$ cat config.mk
export PLATFORM = sky130hd
export DESIGN_NAME = rectangle_hit_table_flat
export DESIGN_NICKNAME = d
export VERILOG_FILES = /design/src/hdl/rht_pkg.sv /design/src/hdl/rht_in_if.sv /design/src/hdl/rht_out_if.sv /design/src/hdl/rht_ctrl.sv /design/src/hdl/rht_dp.sv /design/src/hdl/rectangle_hit_table.sv /design/src/flat_wrapper.sv
export SDC_FILE = /design/constraint.sdc
export NUM_CORES = 2
export LEC_CHECK = 0
export BUFFER_PORTS_ARGS = -buffer_cell sky130_fd_sc_hd__buf_2
export CELL_PAD_IN_SITES_DETAIL_PLACEMENT = 1
export CELL_PAD_IN_SITES_GLOBAL_PLACEMENT = 2
export CORE_UTILIZATION = 48
export DETAILED_ROUTE_END_ITERATION = 10
export GPL_TIMING_DRIVEN = 1
export PLACE_DENSITY = 0.92
export SYNTH_ARGS = -nofsm -noshare
export SYNTH_HDL_FRONTEND = slang
export SYNTH_HIERARCHICAL = 1
export SYNTH_SLANG_ARGS = --single-unit
$ cat constraint.sdc
create_clock -name i_clk -period 59.1 [get_ports i_clk]
set_clock_uncertainty 0.1 [all_clocks]
set_input_delay 8.865 -clock i_clk [delete_from_list [all_inputs] [get_ports i_clk]]
set_output_delay 8.865 -clock i_clk [all_outputs]
set_load 0.005 [all_outputs]
$ cat src/hdl/rht_pkg.sv
// Shared widths, codes and control structs for the rectangle hit table.
package rht_pkg;

    localparam int DEF_TABLE_SLOTS = 16;
    localparam int DEF_ID_BITS     = 16;

    localparam int MODE_W    = 2;
    localparam int COORD_W   = 16;
    localparam int SIZE_W    = 15;
    localparam int TID_W     = 16;
    localparam int STATUS_W  = 2;
    localparam int RID_W     = 16;
    localparam int CNT_OUT_W = 5;

    typedef logic [MODE_W-1:0]   t_mode;
    typedef logic [STATUS_W-1:0] t_status;

    localparam t_mode MODE_ADD    = 2'd0;
    localparam t_mode MODE_REMOVE = 2'd1;
    localparam t_mode MODE_PROBE  = 2'd2;

    localparam t_status ST_OK   = 2'd0;
    localparam t_status ST_MISS = 2'd1;
    localparam t_status ST_FULL = 2'd2;

    // controller -> datapath
    typedef struct packed {
        logic load;
        logic eval;
        logic reduce;
        logic commit;
    } t_dp_cmd;

    // datapath -> controller
    typedef struct packed {
        logic is_probe;
    } t_dp_stat;

endpackage

$ cat src/hdl/rht_in_if.sv
// Request channel: one command transaction per item.
interface rht_in_if;
    logic                                 valid;
    logic                                 ready;
    logic [rht_pkg::MODE_W-1:0]           mode;
    logic signed [rht_pkg::COORD_W-1:0]   box_x;
    logic signed [rht_pkg::COORD_W-1:0]   box_y;
    logic [rht_pkg::SIZE_W-1:0]           box_w;
    logic [rht_pkg::SIZE_W-1:0]           box_h;
    logic [rht_pkg::TID_W-1:0]            target_id;
    logic signed [rht_pkg::COORD_W-1:0]   point_x;
    logic signed [rht_pkg::COORD_W-1:0]   point_y;

    modport source (
        output valid, mode, box_x, box_y, box_w, box_h, target_id, point_x, point_y,
        input  ready
    );
    modport sink (
        input  valid, mode, box_x, box_y, box_w, box_h, target_id, point_x, point_y,
        output ready
    );
endinterface

$ cat src/hdl/rht_out_if.sv
// Response channel: one result transaction per item.
interface rht_out_if;
    logic                            valid;
    logic                            ready;
    logic [rht_pkg::STATUS_W-1:0]    status;
    logic [rht_pkg::RID_W-1:0]       result_id;
    logic [rht_pkg::CNT_OUT_W-1:0]   entry_count;

    modport source (
        output valid, status, result_id, entry_count,
        input  ready
    );
    modport sink (
        input  valid, status, result_id, entry_count,
        output ready
    );
endinterface

$ cat src/hdl/rht_ctrl.sv
// Sequencer for the hit table: accept, evaluate, reduce, commit.
module rht_ctrl #(
    parameter int TABLE_SLOTS = rht_pkg::DEF_TABLE_SLOTS
) (
    input  logic              i_clk,
    input  logic              i_rst_n,
    input  logic              i_in_valid,
    output logic              o_in_ready,
    output logic              o_out_valid,
    input  logic              i_out_ready,
    output rht_pkg::t_dp_cmd  o_cmd,
    input  rht_pkg::t_dp_stat i_stat
);

    localparam int LVL   = (TABLE_SLOTS > 1) ? $clog2(TABLE_SLOTS) : 1;
    localparam int LVL_W = $clog2(LVL + 1);

    typedef enum logic [3:0] {
        S_IDLE   = 4'b0001,
        S_EVAL   = 4'b0010,
        S_REDUCE = 4'b0100,
        S_FINISH = 4'b1000
    } t_state;

    t_state             r_state, n_state;
    logic [LVL_W-1:0]   r_lvl, n_lvl;
    logic               r_out_valid, n_out_valid;

    always_comb begin
        n_state     = r_state;
        n_lvl       = r_lvl;
        n_out_valid = r_out_valid && !i_out_ready;
        o_cmd       = '0;
        case (r_state)
            S_IDLE: begin
                if (i_in_valid) begin
                    o_cmd.load = 1'b1;
                    n_state    = S_EVAL;
                end
            end
            S_EVAL: begin
                o_cmd.eval = 1'b1;
                n_lvl      = '0;
                n_state    = i_stat.is_probe ? S_REDUCE : S_FINISH;
            end
            S_REDUCE: begin
                o_cmd.reduce = 1'b1;
                n_lvl        = LVL_W'(r_lvl + 1'b1);
                if (r_lvl == LVL_W'(LVL - 1)) begin
                    n_state = S_FINISH;
                end
            end
            S_FINISH: begin
                // wait for the output register to free up
                if (!r_out_valid || i_out_ready) begin
                    o_cmd.commit = 1'b1;
                    n_out_valid  = 1'b1;
                    n_state      = S_IDLE;
                end
            end
            default: begin
                n_state = S_IDLE;
            end
        endcase
    end

    always_ff @(posedge i_clk) begin
        if (!i_rst_n) begin
            r_state     <= S_IDLE;
            r_lvl       <= '0;
            r_out_valid <= 1'b0;
        end else begin
            r_state     <= n_state;
            r_lvl       <= n_lvl;
            r_out_valid <= n_out_valid;
        end
    end

    assign o_in_ready  = (r_state == S_IDLE);
    assign o_out_valid = r_out_valid;

    a_commit_shows_result: assert property (@(posedge i_clk) disable iff (!i_rst_n)
        o_cmd.commit |=> r_out_valid)
        else $error("commit did not raise response valid");

    a_reduce_bounded: assert property (@(posedge i_clk) disable iff (!i_rst_n)
        (r_state == S_REDUCE) |-> (r_lvl < LVL_W'(LVL)))
        else $error("reduction ran past the last tree level");

endmodule

$ cat src/hdl/rht_dp.sv
// Slot table, parallel compare lanes, min-id reduction and result register.
module rht_dp #(
    parameter int TABLE_SLOTS = rht_pkg::DEF_TABLE_SLOTS,
    parameter int ID_BITS     = rht_pkg::DEF_ID_BITS
) (
    input  logic                                i_clk,
    input  logic                                i_rst_n,
    input  rht_pkg::t_dp_cmd                    i_cmd,
    output rht_pkg::t_dp_stat                   o_stat,
    input  logic [rht_pkg::MODE_W-1:0]          i_mode,
    input  logic signed [rht_pkg::COORD_W-1:0]  i_box_x,
    input  logic signed [rht_pkg::COORD_W-1:0]  i_box_y,
    input  logic [rht_pkg::SIZE_W-1:0]          i_box_w,
    input  logic [rht_pkg::SIZE_W-1:0]          i_box_h,
    input  logic [rht_pkg::TID_W-1:0]           i_target_id,
    input  logic signed [rht_pkg::COORD_W-1:0]  i_point_x,
    input  logic signed [rht_pkg::COORD_W-1:0]  i_point_y,
    output logic [rht_pkg::STATUS_W-1:0]        o_status,
    output logic [rht_pkg::RID_W-1:0]           o_result_id,
    output logic [rht_pkg::CNT_OUT_W-1:0]       o_entry_count
);

    localparam int IDX_W = (TABLE_SLOTS > 1) ? $clog2(TABLE_SLOTS) : 1;
    localparam int CNT_W = $clog2(TABLE_SLOTS + 1);
    localparam int LVL   = (TABLE_SLOTS > 1) ? $clog2(TABLE_SLOTS) : 1;
    localparam int P     = 1 << LVL;
    localparam int CMP_W = (ID_BITS > rht_pkg::TID_W) ? ID_BITS : rht_pkg::TID_W;
    localparam int CW    = rht_pkg::COORD_W;
    localparam int SW    = rht_pkg::SIZE_W;

    // latched request
    rht_pkg::t_mode            r_mode;
    logic signed [CW-1:0]      r_box_x, r_box_y, r_px, r_py;
    logic [SW-1:0]             r_box_w, r_box_h;
    logic [rht_pkg::TID_W-1:0] r_target;

    // slot table
    logic [TABLE_SLOTS-1:0]    r_slot_valid, n_slot_valid;
    logic [ID_BITS-1:0]        r_slot_id     [TABLE_SLOTS];
    logic signed [CW-1:0]      r_slot_left   [TABLE_SLOTS];
    logic signed [CW-1:0]      r_slot_top    [TABLE_SLOTS];
    logic [SW-1:0]             r_slot_width  [TABLE_SLOTS];
    logic [SW-1:0]             r_slot_height [TABLE_SLOTS];
    logic [ID_BITS-1:0]        r_last_id, n_last_id;
    logic [CNT_W-1:0]          r_count, n_count;

    // evaluation results
    logic [TABLE_SLOTS-1:0]    w_hit, w_match, r_match;
    logic                      w_free_found, r_free_found;
    logic [IDX_W-1:0]          w_free_idx, r_free_idx;

    // min-id reduction tree, folded in place one level per cycle
    logic                      r_cand_vld [P];
    logic [ID_BITS-1:0]        r_cand_id  [P];
    logic                      n_cand_vld [P];
    logic [ID_BITS-1:0]        n_cand_id  [P];

    // result register
    rht_pkg::t_status          r_out_status, n_out_status;
    logic [ID_BITS-1:0]        r_out_rid, n_out_rid;
    logic [CNT_W-1:0]          r_out_cnt;
    logic                      w_slot_we;

    // strict lo < p < lo + len, exact in CW+1 bits
    function automatic logic in_span(input logic signed [CW-1:0] p,
                                     input logic signed [CW-1:0] lo,
                                     input logic [SW-1:0] len);
        logic signed [CW:0] p_e, lo_e, hi_e;
        p_e  = (CW+1)'(p);
        lo_e = (CW+1)'(lo);
        hi_e = lo_e + $signed((CW+1)'(len));
        return (p_e > lo_e) && (p_e < hi_e);
    endfunction

    assign o_stat.is_probe = (r_mode == rht_pkg::MODE_PROBE);

    always_comb begin
        for (int i = 0; i < TABLE_SLOTS; i++) begin
            w_hit[i]   = r_slot_valid[i]
                      && in_span(r_px, r_slot_left[i], r_slot_width[i])
                      && in_span(r_py, r_slot_top[i], r_slot_height[i]);
            w_match[i] = r_slot_valid[i]
                      && (CMP_W'(r_slot_id[i]) == CMP_W'(r_target));
        end
    end

    // lowest free slot
    always_comb begin
        w_free_found = 1'b0;
        w_free_idx   = '0;
        for (int i = TABLE_SLOTS - 1; i >= 0; i--) begin
            if (!r_slot_valid[i]) begin
                w_free_found = 1'b1;
                w_free_idx   = IDX_W'(i);
            end
        end
    end

    always_comb begin
        for (int k = 0; k < P; k++) begin
            n_cand_vld[k] = r_cand_vld[k];
            n_cand_id[k]  = r_cand_id[k];
        end
        if (i_cmd.eval) begin
            for (int k = 0; k < P; k++) begin
                n_cand_vld[k] = 1'b0;
            end
            for (int k = 0; k < TABLE_SLOTS; k++) begin
                n_cand_vld[k] = w_hit[k];
                n_cand_id[k]  = r_slot_id[k];
            end
        end else if (i_cmd.reduce) begin
            for (int k = 0; k < P / 2; k++) begin
                if (r_cand_vld[2*k] &&
                    (!r_cand_vld[2*k+1] || r_cand_id[2*k] < r_cand_id[2*k+1])) begin
                    n_cand_vld[k] = 1'b1;
                    n_cand_id[k]  = r_cand_id[2*k];
                end else begin
                    n_cand_vld[k] = r_cand_vld[2*k+1];
                    n_cand_id[k]  = r_cand_id[2*k+1];
                end
            end
        end
    end

    // table update and response for the item at hand
    always_comb begin
        n_slot_valid = r_slot_valid;
        n_last_id    = r_last_id;
        n_count      = r_count;
        n_out_status = rht_pkg::ST_MISS;
        n_out_rid    = '0;
        w_slot_we    = 1'b0;
        case (r_mode)
            rht_pkg::MODE_ADD: begin
                if (r_free_found && !(&r_last_id)) begin
                    w_slot_we                = 1'b1;
                    n_slot_valid[r_free_idx] = 1'b1;
                    n_last_id                = ID_BITS'(r_last_id + 1'b1);
                    n_count                  = CNT_W'(r_count + 1'b1);
                    n_out_status             = rht_pkg::ST_OK;
                    n_out_rid                = n_last_id;
                end else begin
                    n_out_status = rht_pkg::ST_FULL;
                end
            end
            rht_pkg::MODE_REMOVE: begin
                if (|r_match) begin
                    n_slot_valid = r_slot_valid & ~r_match;
                    n_count      = CNT_W'(r_count - 1'b1);
                    n_out_status = rht_pkg::ST_OK;
                end
            end
            rht_pkg::MODE_PROBE: begin
                if (r_cand_vld[0]) begin
                    n_out_status = rht_pkg::ST_OK;
                    n_out_rid    = r_cand_id[0];
                end
            end
            default: begin
            end
        endcase
    end

    always_ff @(posedge i_clk) begin
        if (!i_rst_n) begin
            r_slot_valid <= '0;
            r_last_id    <= '0;
            r_count      <= '0;
        end else if (i_cmd.commit) begin
            r_slot_valid <= n_slot_valid;
            r_last_id    <= n_last_id;
            r_count      <= n_count;
        end
    end

    always_ff @(posedge i_clk) begin
        if (i_cmd.load) begin
            r_mode   <= i_mode;
            r_box_x  <= i_box_x;
            r_box_y  <= i_box_y;
            r_box_w  <= i_box_w;
            r_box_h  <= i_box_h;
            r_target <= i_target_id;
            r_px     <= i_point_x;
            r_py     <= i_point_y;
        end
        if (i_cmd.eval) begin
            r_match      <= w_match;
            r_free_found <= w_free_found;
            r_free_idx   <= w_free_idx;
        end
        for (int k = 0; k < P; k++) begin
            r_cand_vld[k] <= n_cand_vld[k];
            r_cand_id[k]  <= n_cand_id[k];
        end
        if (w_slot_we && i_cmd.commit) begin
            r_slot_id[r_free_idx]     <= n_last_id;
            r_slot_left[r_free_idx]   <= r_box_x;
            r_slot_top[r_free_idx]    <= r_box_y;
            r_slot_width[r_free_idx]  <= r_box_w;
            r_slot_height[r_free_idx] <= r_box_h;
        end
        if (i_cmd.commit) begin
            r_out_status <= n_out_status;
            r_out_rid    <= n_out_rid;
            r_out_cnt    <= n_count;
        end
    end

    assign o_status      = r_out_status;
    assign o_result_id   = rht_pkg::RID_W'(r_out_rid);
    assign o_entry_count = rht_pkg::CNT_OUT_W'(r_out_cnt);

    a_count_tracks_valid: assert property (@(posedge i_clk) disable iff (!i_rst_n)
        int'(r_count) == $countones(r_slot_valid))
        else $error("box count disagrees with valid slots");

    a_count_bounded: assert property (@(posedge i_clk) disable iff (!i_rst_n)
        int'(r_count) <= TABLE_SLOTS)
        else $error("box count above table size");

    a_id_monotonic: assert property (@(posedge i_clk) disable iff (!i_rst_n)
        $past(i_rst_n) |-> (r_last_id >= $past(r_last_id)))
        else $error("id counter went backwards");

endmodule

$ cat src/hdl/rectangle_hit_table.sv
// Top level of the rectangle hit table: channel glue, sequencer and datapath.
//
// Usage:
//   i_req carries one command transaction: mode 0 adds a box (box_x, box_y,
//   box_w, box_h), mode 1 removes the box whose id is target_id, mode 2 probes
//   the point (point_x, point_y). Every request yields exactly one response
//   transaction on o_rsp with status, result_id and the entry count after it.
//   Ids come from a counter that starts at 1 and are never reused; a probe
//   answers with the lowest id among the boxes that strictly contain the point.
// Timing:
//   One item is evaluated at a time. Add, remove and unused modes pass through
//   accept, evaluate and commit; commit makes the response valid and brings
//   i_req.ready back together. A probe adds a reduce step for each level of
//   the min-id tree, which folds one level per cycle.
// Reset:
//   Synchronous, active low. Clears all slot valid bits, the id counter and
//   the count; slot contents are not cleared. No clearing pass is needed.
// Backpressure:
//   A response waits in its register while o_rsp.ready is low; the next
//   request is still accepted and evaluated, and only its commit waits.
module rectangle_hit_table #(
    parameter int TABLE_SLOTS = rht_pkg::DEF_TABLE_SLOTS,
    parameter int ID_BITS     = rht_pkg::DEF_ID_BITS
) (
    input  logic      i_clk,
    input  logic      i_rst_n,
    rht_in_if.sink    i_req,
    rht_out_if.source o_rsp
);

    rht_pkg::t_dp_cmd  w_cmd;
    rht_pkg::t_dp_stat w_stat;

    // sequencer: owns the handshakes and the response valid flag
    rht_ctrl #(
        .TABLE_SLOTS (TABLE_SLOTS)
    ) u_ctrl (
        .i_clk       (i_clk),
        .i_rst_n     (i_rst_n),
        .i_in_valid  (i_req.valid),
        .o_in_ready  (i_req.ready),
        .o_out_valid (o_rsp.valid),
        .i_out_ready (o_rsp.ready),
        .o_cmd       (w_cmd),
        .i_stat      (w_stat)
    );

    // datapath: slot table, compare lanes, reduction and response payload
    rht_dp #(
        .TABLE_SLOTS (TABLE_SLOTS),
        .ID_BITS     (ID_BITS)
    ) u_dp (
        .i_clk         (i_clk),
        .i_rst_n       (i_rst_n),
        .i_cmd         (w_cmd),
        .o_stat        (w_stat),
        .i_mode        (i_req.mode),
        .i_box_x       (i_req.box_x),
        .i_box_y       (i_req.box_y),
        .i_box_w       (i_req.box_w),
        .i_box_h       (i_req.box_h),
        .i_target_id   (i_req.target_id),
        .i_point_x     (i_req.point_x),
        .i_point_y     (i_req.point_y),
        .o_status      (o_rsp.status),
        .o_result_id   (o_rsp.result_id),
        .o_entry_count (o_rsp.entry_count)
    );

endmodule

$ cat src/flat_wrapper.sv
// flat-port wrapper written by rule: the top's interface ports become plain ports
module rectangle_hit_table_flat 
#(
    parameter int TABLE_SLOTS = rht_pkg::DEF_TABLE_SLOTS,
    parameter int ID_BITS     = rht_pkg::DEF_ID_BITS
)
  (i_clk, i_rst_n, i_req_valid, i_req_mode, i_req_box_x, i_req_box_y, i_req_box_w, i_req_box_h, i_req_target_id, i_req_point_x, i_req_point_y, i_req_ready, o_rsp_valid, o_rsp_status, o_rsp_result_id, o_rsp_entry_count, o_rsp_ready);
  rht_in_if i_req_i ();
  rht_out_if o_rsp_i ();
  input  logic i_clk;
  input  logic i_rst_n;
  input wire logic [$bits(i_req_i.valid)-1:0] i_req_valid;
  input wire logic [$bits(i_req_i.mode)-1:0] i_req_mode;
  input wire logic [$bits(i_req_i.box_x)-1:0] i_req_box_x;
  input wire logic [$bits(i_req_i.box_y)-1:0] i_req_box_y;
  input wire logic [$bits(i_req_i.box_w)-1:0] i_req_box_w;
  input wire logic [$bits(i_req_i.box_h)-1:0] i_req_box_h;
  input wire logic [$bits(i_req_i.target_id)-1:0] i_req_target_id;
  input wire logic [$bits(i_req_i.point_x)-1:0] i_req_point_x;
  input wire logic [$bits(i_req_i.point_y)-1:0] i_req_point_y;
  output wire logic [$bits(i_req_i.ready)-1:0] i_req_ready;
  output wire logic [$bits(o_rsp_i.valid)-1:0] o_rsp_valid;
  output wire logic [$bits(o_rsp_i.status)-1:0] o_rsp_status;
  output wire logic [$bits(o_rsp_i.result_id)-1:0] o_rsp_result_id;
  output wire logic [$bits(o_rsp_i.entry_count)-1:0] o_rsp_entry_count;
  input wire logic [$bits(o_rsp_i.ready)-1:0] o_rsp_ready;
  assign i_req_i.valid = i_req_valid;
  assign i_req_i.mode = i_req_mode;
  assign i_req_i.box_x = i_req_box_x;
  assign i_req_i.box_y = i_req_box_y;
  assign i_req_i.box_w = i_req_box_w;
  assign i_req_i.box_h = i_req_box_h;
  assign i_req_i.target_id = i_req_target_id;
  assign i_req_i.point_x = i_req_point_x;
  assign i_req_i.point_y = i_req_point_y;
  assign i_req_ready = i_req_i.ready;
  assign o_rsp_valid = o_rsp_i.valid;
  assign o_rsp_status = o_rsp_i.status;
  assign o_rsp_result_id = o_rsp_i.result_id;
  assign o_rsp_entry_count = o_rsp_i.entry_count;
  assign o_rsp_i.ready = o_rsp_ready;
  rectangle_hit_table #(.TABLE_SLOTS(TABLE_SLOTS), .ID_BITS(ID_BITS)) u_core (.i_clk(i_clk), .i_rst_n(i_rst_n), .i_req(i_req_i), .o_rsp(o_rsp_i));
endmodule
Word level (Yosys, flattened, before mapping)

Memories as Yosys holds them, arrays and structs flattened.
Cells that the tools add are included.

Add/sub/neg operators: 36
Magnitude comparators: 74
Equality and inequality tests: 28
Multiplexer cells: 73
Bitwise logic cells: 3
Reductions and logical operators: 123

Operators with widths:

| cell                                          | number |
|---|---|
| adder 16 x 16 -> 17 bit                       | 32 |
| < comparator 16 x 17 -> 1 bit                 | 32 |
| > comparator 16 bit                           | 32 |
| 2-to-1 mux 128 bit                            | 3 |
| == test 16 bit                                | 16 |
| 2-to-1 mux 16 bit                             | 14 |
| < comparator 16 bit                           | 8 |
| logical AND 1 bit                             | 92 |
| case mux 16 bit (2 select lines)              | 2 |
| 2-to-1 mux 4 bit                              | 12 |
| 2-to-1 mux 1 bit                              | 25 |
| 2-to-1 mux 8 bit                              | 3 |
| adder 16 x 1 -> 16 bit, second input constant | 1 |
| AND 16 bit                                    | 1 |
| inverter 16 bit                               | 1 |
| bitwise OR 16 bit                             | 1 |
| case mux 4 bit (4 select lines)               | 1 |
| AND reduction 16 bit                          | 1 |
| OR reduction 16 bit                           | 1 |
| AND reduction 15 bit                          | 1 |
| 2-to-1 mux 3 bit                              | 4 |
| logical NOT 1 bit                             | 11 |
| 2-to-1 mux 5 bit                              | 2 |
| inequality test 2 bit, second input constant  | 5 |
| 24 further kinds                              | 36 |

Register bits after elaboration: 201
RAM bits: 1520
Input port bits: 116
Output and inout port bits: 25
Logic and storage cells: 367
Memories: 7

Memory list:

| name                      | words | bits a word | rd ports | clocked after Yosys merged registers in | wr ports | RTL line     | text |
|---|---|---|---|---|---|---|---|
| u_core.u_dp.r_cand_id     | 16    | 16          | 16       | 0                                       | 16       | rht_dp.sv:54 | `logic [ID_BITS-1:0] r_cand_id [P];` |
| u_core.u_dp.r_slot_id     | 16    | 16          | 16       | 0                                       | 1        | rht_dp.sv:39 | `logic [ID_BITS-1:0] r_slot_id [TABLE_SLOTS];` |
| u_core.u_dp.r_slot_left   | 16    | 16          | 16       | 0                                       | 1        | rht_dp.sv:40 | `logic signed [CW-1:0] r_slot_left [TABLE_SLOTS];` |
| u_core.u_dp.r_slot_top    | 16    | 16          | 16       | 0                                       | 1        | rht_dp.sv:41 | `logic signed [CW-1:0] r_slot_top [TABLE_SLOTS];` |
| u_core.u_dp.r_slot_height | 16    | 15          | 16       | 0                                       | 1        | rht_dp.sv:43 | `logic [SW-1:0] r_slot_height [TABLE_SLOTS];` |
| u_core.u_dp.r_slot_width  | 16    | 15          | 16       | 0                                       | 1        | rht_dp.sv:42 | `logic [SW-1:0] r_slot_width [TABLE_SLOTS];` |
| +1 memories               | n/a   | n/a         | n/a      | n/a                                     | n/a      | n/a          |  |

Depth between registers and ports, before layout

Word-level depth: 15
Mapped depth: 18
Mapped depth without buffers: 18

By module

The synthesis kept the hierarchy.

Modules (own cells, without submodules):

| module   | instances | cells an instance | area each (um^2) | seq. area each (um^2) |
|---|---|---|---|---|
| rht_dp   | 1         | 9466              | 108038.6         | 51069.0 |
| rht_ctrl | 1         | 54                | 504.2            | 160.2 |

Worst setup path before layout

No wires, ideal clock.

Path kind: flip-flop to flip-flop
Start: register u_core/u_ctrl/r_state[3] (netlist name)
End: memory u_core/u_dp/r_cand_id[0][100] (netlist name) (enable)
Setup time: 0.428 ns
Arrival time: 18.590 ns
Required time: 58.572 ns
Setup slack: 39.982 ns
Stages on the path, launching flop included: 8
Buffers on the path: 5
Clock period less this slack: 19.118 ns
Cells stage by stage: dfxtp_1 buf_2 nor4_1 clkbuf_1 clkbuf_1 clkbuf_1 clkbuf_1 or2_2

RTL lines:

| what      | RTL line |
|---|---|
| to (decl) | rht_dp.sv:54 |

==> impl_metrics.py <==
metrics = {
    "power": {
        "swShare": 0.2592,
        "pwr-share-clk": 0.418,
        "power_density_nw_per_um2": 23.56,
        "p_leak_nw": 49.58,
        "max-vdd-ir-drop_mv": 0.03221,
        "p_int_mw": 2.100,
        "power_frac_comb": 0.100,
        "power_frac_seq": 0.483,
        "p_sw_uw": 734.7,
    },
    "routing": {
        "ant_nets": 0,
        "drt_iter0_markers": 7845,
        "viasPerCell": 6.327,
        "drc": 0,
        "first_pass_iters": 5,
        "wirelength_mm": 376.4,
        "num_vias": 82628,
        "post_drt_wl_per_cell_um": 28.83,
    },
    "critical_path": {
        "r2r_setup_slack_ns": 53.48,
        "startpoint": "o_rsp_ready",
        "endpoint": "u_core/u_dp/r_slot_id[6][6]$_DFFE_PP_",
        "cp_max_fo": 47,
        "crit_type": "primary input to register",
        "arrival_ns": 12.27,
        "rr_worst_depth": 18,
        "worstReg2RegStart": "u_core/u_dp/r_slot_top[1][0]$_DFFE_PP_",
        "end_kind": "register",
        "worstPathRequired_ns": 59.47,
        "startpoint_type": "primary input",
        "timing.rr.end": "u_core/u_dp/r_cand_vld[0][1]$_DFFE_PP_",
    },
    "synth": {
        "synth_seq_area_share": 0.4720,
        "synth_flop_cell": "edfxtp_1",
        "async_flop_share": 0,
        "synth-edff-count": 1676,
        "netlist_instances": 9520,
        "syn_nets": 11298,
        "syn-cell-area_um2": 108500,
        "yosys_warnings": 6,
        "ys_types": 89,
        "yosys_register_bits": 1721,
        "syn_avg_cell_area_um2": 11.40,
    },
    "die": {
        "die_area_um2": 228000,
        "initial_utilization": 0.4831,
        "io_pins": 141,
        "die_h_um": 477.5,
        "rows": 174,
        "die_x_um": 477.5,
        "coreArea_um2": 224700,
    },
    "cts": {
        "cts-root-buf": "clkbuf_16",
        "cts_tree": "done",
        "cts.path.max_buffers": 3,
        "clk_pin_slew_ns": 0.07,
        "ctsResizeCount": 0,
        "ctsHoldBuffers": 0,
        "htree_num_levels": 4,
        "worst_skew_pair.late_latency_ns": 0.88,
        "cts_buffers": 191,
        "post-cts-setup-buffers": 0,
        "cts.sinks": 1721,
    },
    "sta": {
        "hold_ws_ns": 0.3638,
        "worst_pin_slew_ns": 1.412,
        "drv_slew": 0,
        "setup_viol": 0,
        "fin_ws_ns": 47.20,
        "hold_viol": 0,
        "fin_crit_sh": 0.2014,
        "final.setup.tns_ns": 0,
        "min_period_ns": 11.90,
        "max_freq_ghz": 0.08402,
        "slew_headroom": 0.05858,
        "grt_setup_unrepaired": "false",
    },
    "grt": {
        "grt_pass1_wl_mm": 549.8,
        "gr-usage-met1": 0.3865,
        "antenna_found_initial": 50,
        "grt_overflow": 0,
        "grt_max_degree": 225,
        "track_usage": 0.3231,
        "grt-busiest-layer": "met2",
        "grt_pass1_vias": 87377,
        "grt_use_met2": 0.5406,
        "use_met3": 0.05023,
    },
    "place": {
        "placed_cells": 12682,
        "portBuffers": 140,
        "gp_congestion": 0.9184,
        "hpwl_mm": 253.9,
        "place_ws_ns": 46.40,
    },
    "finish": {
        "n_fill_cell": 23691,
        "layout-drive-gt1-share": 0.07000,
        "multi_input_area_um2": 54120,
        "post-route-util": 0.5355,
        "nets": 11662,
        "layoutNonFillerInstCount": 13059,
        "seqCellArea_um2": 51230,
        "area.growth.synth_to_final_pct": 10.84,
    },
    "flow_run": {
        "maxCapViolCount": 0,
    },
    "min_path": {
        "hp-class": "register to register",
    },
    "status": {
        "status": "finished, final reports clean",
    },
}
[worst max-delay path, stage by stage]
cell and delay [ns]:
buf_2 0.08, nor2b_1 0.06, nor2b_2 0.10, buf_4 0.37, nand2_2 0.34, nor2_1 0.23
nand2_1 0.38, nor2_4 1.05, buf_4 0.70
[Yosys cell counts, drive strengths merged (17+ instances only)]
library cell	n	area share
or4	17	0.0012
o2111ai	19	0.0015
nor2	447	0.016
a2111oi	53	0.0043
and4	18	0.0015
o31a	47	0.0038
o21a	124	0.0086
nor4	108	0.0064
a211oi	81	0.0056
o211ai	44	0.0030
nand2b	108	0.0062
a31oi	41	0.0024
inv	807	0.028
and2	51	0.0030
nor3b	85	0.0059
a21boi	21	0.0015
nand2	378	0.013
o31ai	45	0.0031
a21oi	677	0.031
fa	32	0.0059
o21ai	479	0.022
dfxtp	45	0.0083
a22oi	92	0.0064
nand3	264	0.012
a311o	24	0.0022
buf	24	0.0011
o21bai	74	0.0051
or2	34	0.0020
nor3	132	0.0061
a211o	64	0.0052
a311oi	39	0.0031
nand4	201	0.012
nor2b	148	0.0085
xor2	326	0.026
clkbuf	125	0.0043
mux2i	40	0.0037
ha	1630	0.19
or3	17	0.00098
a41o	17	0.0016
a21o	281	0.019
edfxtp	1676	0.46
and3	51	0.0029
xnor2	388	0.031
[cells by family (layout without fill, tap and decap cells)]
family	count (synthesis)	after routing	synth area share
AO/OA/AOI/OAI	2328	2328	0.1390
AND/OR/NAND/NOR	2093	2093	0.1000
flip-flops	1721	1721	0.4720
adder cells (fa/ha/maj)	1662	1662	0.1938
buffers and inverters	957	1480	0.03337
XOR/XNOR	714	714	0.05761
multiplexers	45	45	0.004207
other	0	24	0
[power by group through the flow]
stage	sequential [mW]	clock [mW]	combinational [mW]
floorplan	1.41	0	0.125
global placement	1.39	0	0.258
detailed placement	1.39	0	0.275
CTS	1.37	1.20	0.279
global route	1.37	1.24	0.300
finish	1.37	1.18	0.283
[through the flow]
stage / cell area, µm² / total power [mW]
3_3_place_gp: 114200 / 1.650
5_1_grt: 120300 / 2.905
6_report: 120300 / 2.835
4_1_cts: 120200 / 2.845
3_5_place_dp: 114200 / 1.668
2_1_floorplan: 108500 / 1.530
[routing by layer]
| metal | wire (µm) | share of wire |
|---|---|---|
| met1 | 143000 | 0.38 |
| met2 | 178700 | 0.47 |
| met3 | 28080 | 0.075 |
| met4 | 26650 | 0.071 |
| met5 | 102 | 0.00027 |
[layout make-up]
type                            instances  area share
Timing Repair Buffer                  320     0.01733
Sequential cell                      1721      0.4258
Antenna cell                           24   0.0004992
Multi-Input combinational cell       6842      0.4499
Clock inverter                        118    0.008746
Inverter                              808     0.02521
Clock buffer                          234     0.04142
Tap cell                             2992     0.03112
[flip-flops by register name, summed over array words and instances, names as in the netlist, 3 cells and up]
signal,count
u_core/u_dp/r_target,16
u_core/u_dp/r_count,5
u_core/u_ctrl/r_state,4
u_core/u_dp/r_slot_left,256
u_core/u_dp/r_slot_height,240
u_core/u_ctrl/r_lvl,3
u_core/u_dp/o_entry_count,5
u_core/u_dp/r_slot_top,256
u_core/u_dp/r_match,16
u_core/u_dp/o_result_id,16
u_core/u_dp/r_cand_id,256
u_core/u_dp/r_slot_width,240
u_core/u_dp/r_slot_valid,16
u_core/u_dp/r_free_idx,4
u_core/u_dp/r_py,16
u_core/u_dp/r_px,16
u_core/u_dp/r_box_x,16
u_core/u_dp/r_box_w,15
u_core/u_dp/r_box_h,15
u_core/u_dp/r_slot_id,256
u_core/u_dp/r_cand_vld,16
u_core/u_dp/r_box_y,16
u_core/u_dp/r_last_id,16
[placed cells by master (no fill, tap or decap), types with 147 or more instances in the layout]
cell	instances
a21oi_1	676
ha_1	1630
buf_4	177
nand2_1	377
xor2_1	320
clkbuf_16	193
nand4_1	201
nand3_1	262
nor2_1	434
nor2b_1	147
xnor2_1	381
o21ai_0	466
edfxtp_1	1676
inv_1	807
a21o_1	281
[worst min-delay path by stage]
stage	cells after the start	slack (ns)	from	to
global placement	0	0.35	u_core/u_dp/r_slot_id[13][0]$_DFFE_PP_	u_core/u_dp/r_cand_id[1][80]$_DFFE_PP_
finish	0	0.36	u_core/u_dp/r_slot_id[10][10]$_DFFE_PP_	u_core/u_dp/r_cand_id[1][42]$_DFFE_PP_
floorplan	2	0.34	u_core/u_ctrl/r_lvl[2]$_SDFFE_PN0P_	u_core/u_ctrl/r_lvl[2]$_SDFFE_PN0P_
global route	0	0.38	u_core/u_dp/r_slot_id[8][13]$_DFFE_PP_	u_core/u_dp/r_cand_id[1][13]$_DFFE_PP_
detailed placement	0	0.36	u_core/u_dp/r_slot_id[12][11]$_DFFE_PP_	u_core/u_dp/r_cand_id[1][75]$_DFFE_PP_
CTS	0	0.37	u_core/u_dp/r_slot_id[8][15]$_DFFE_PP_	u_core/u_dp/r_cand_id[1][15]$_DFFE_PP_
No activity file was read; power rests on OpenSTA's default activity.
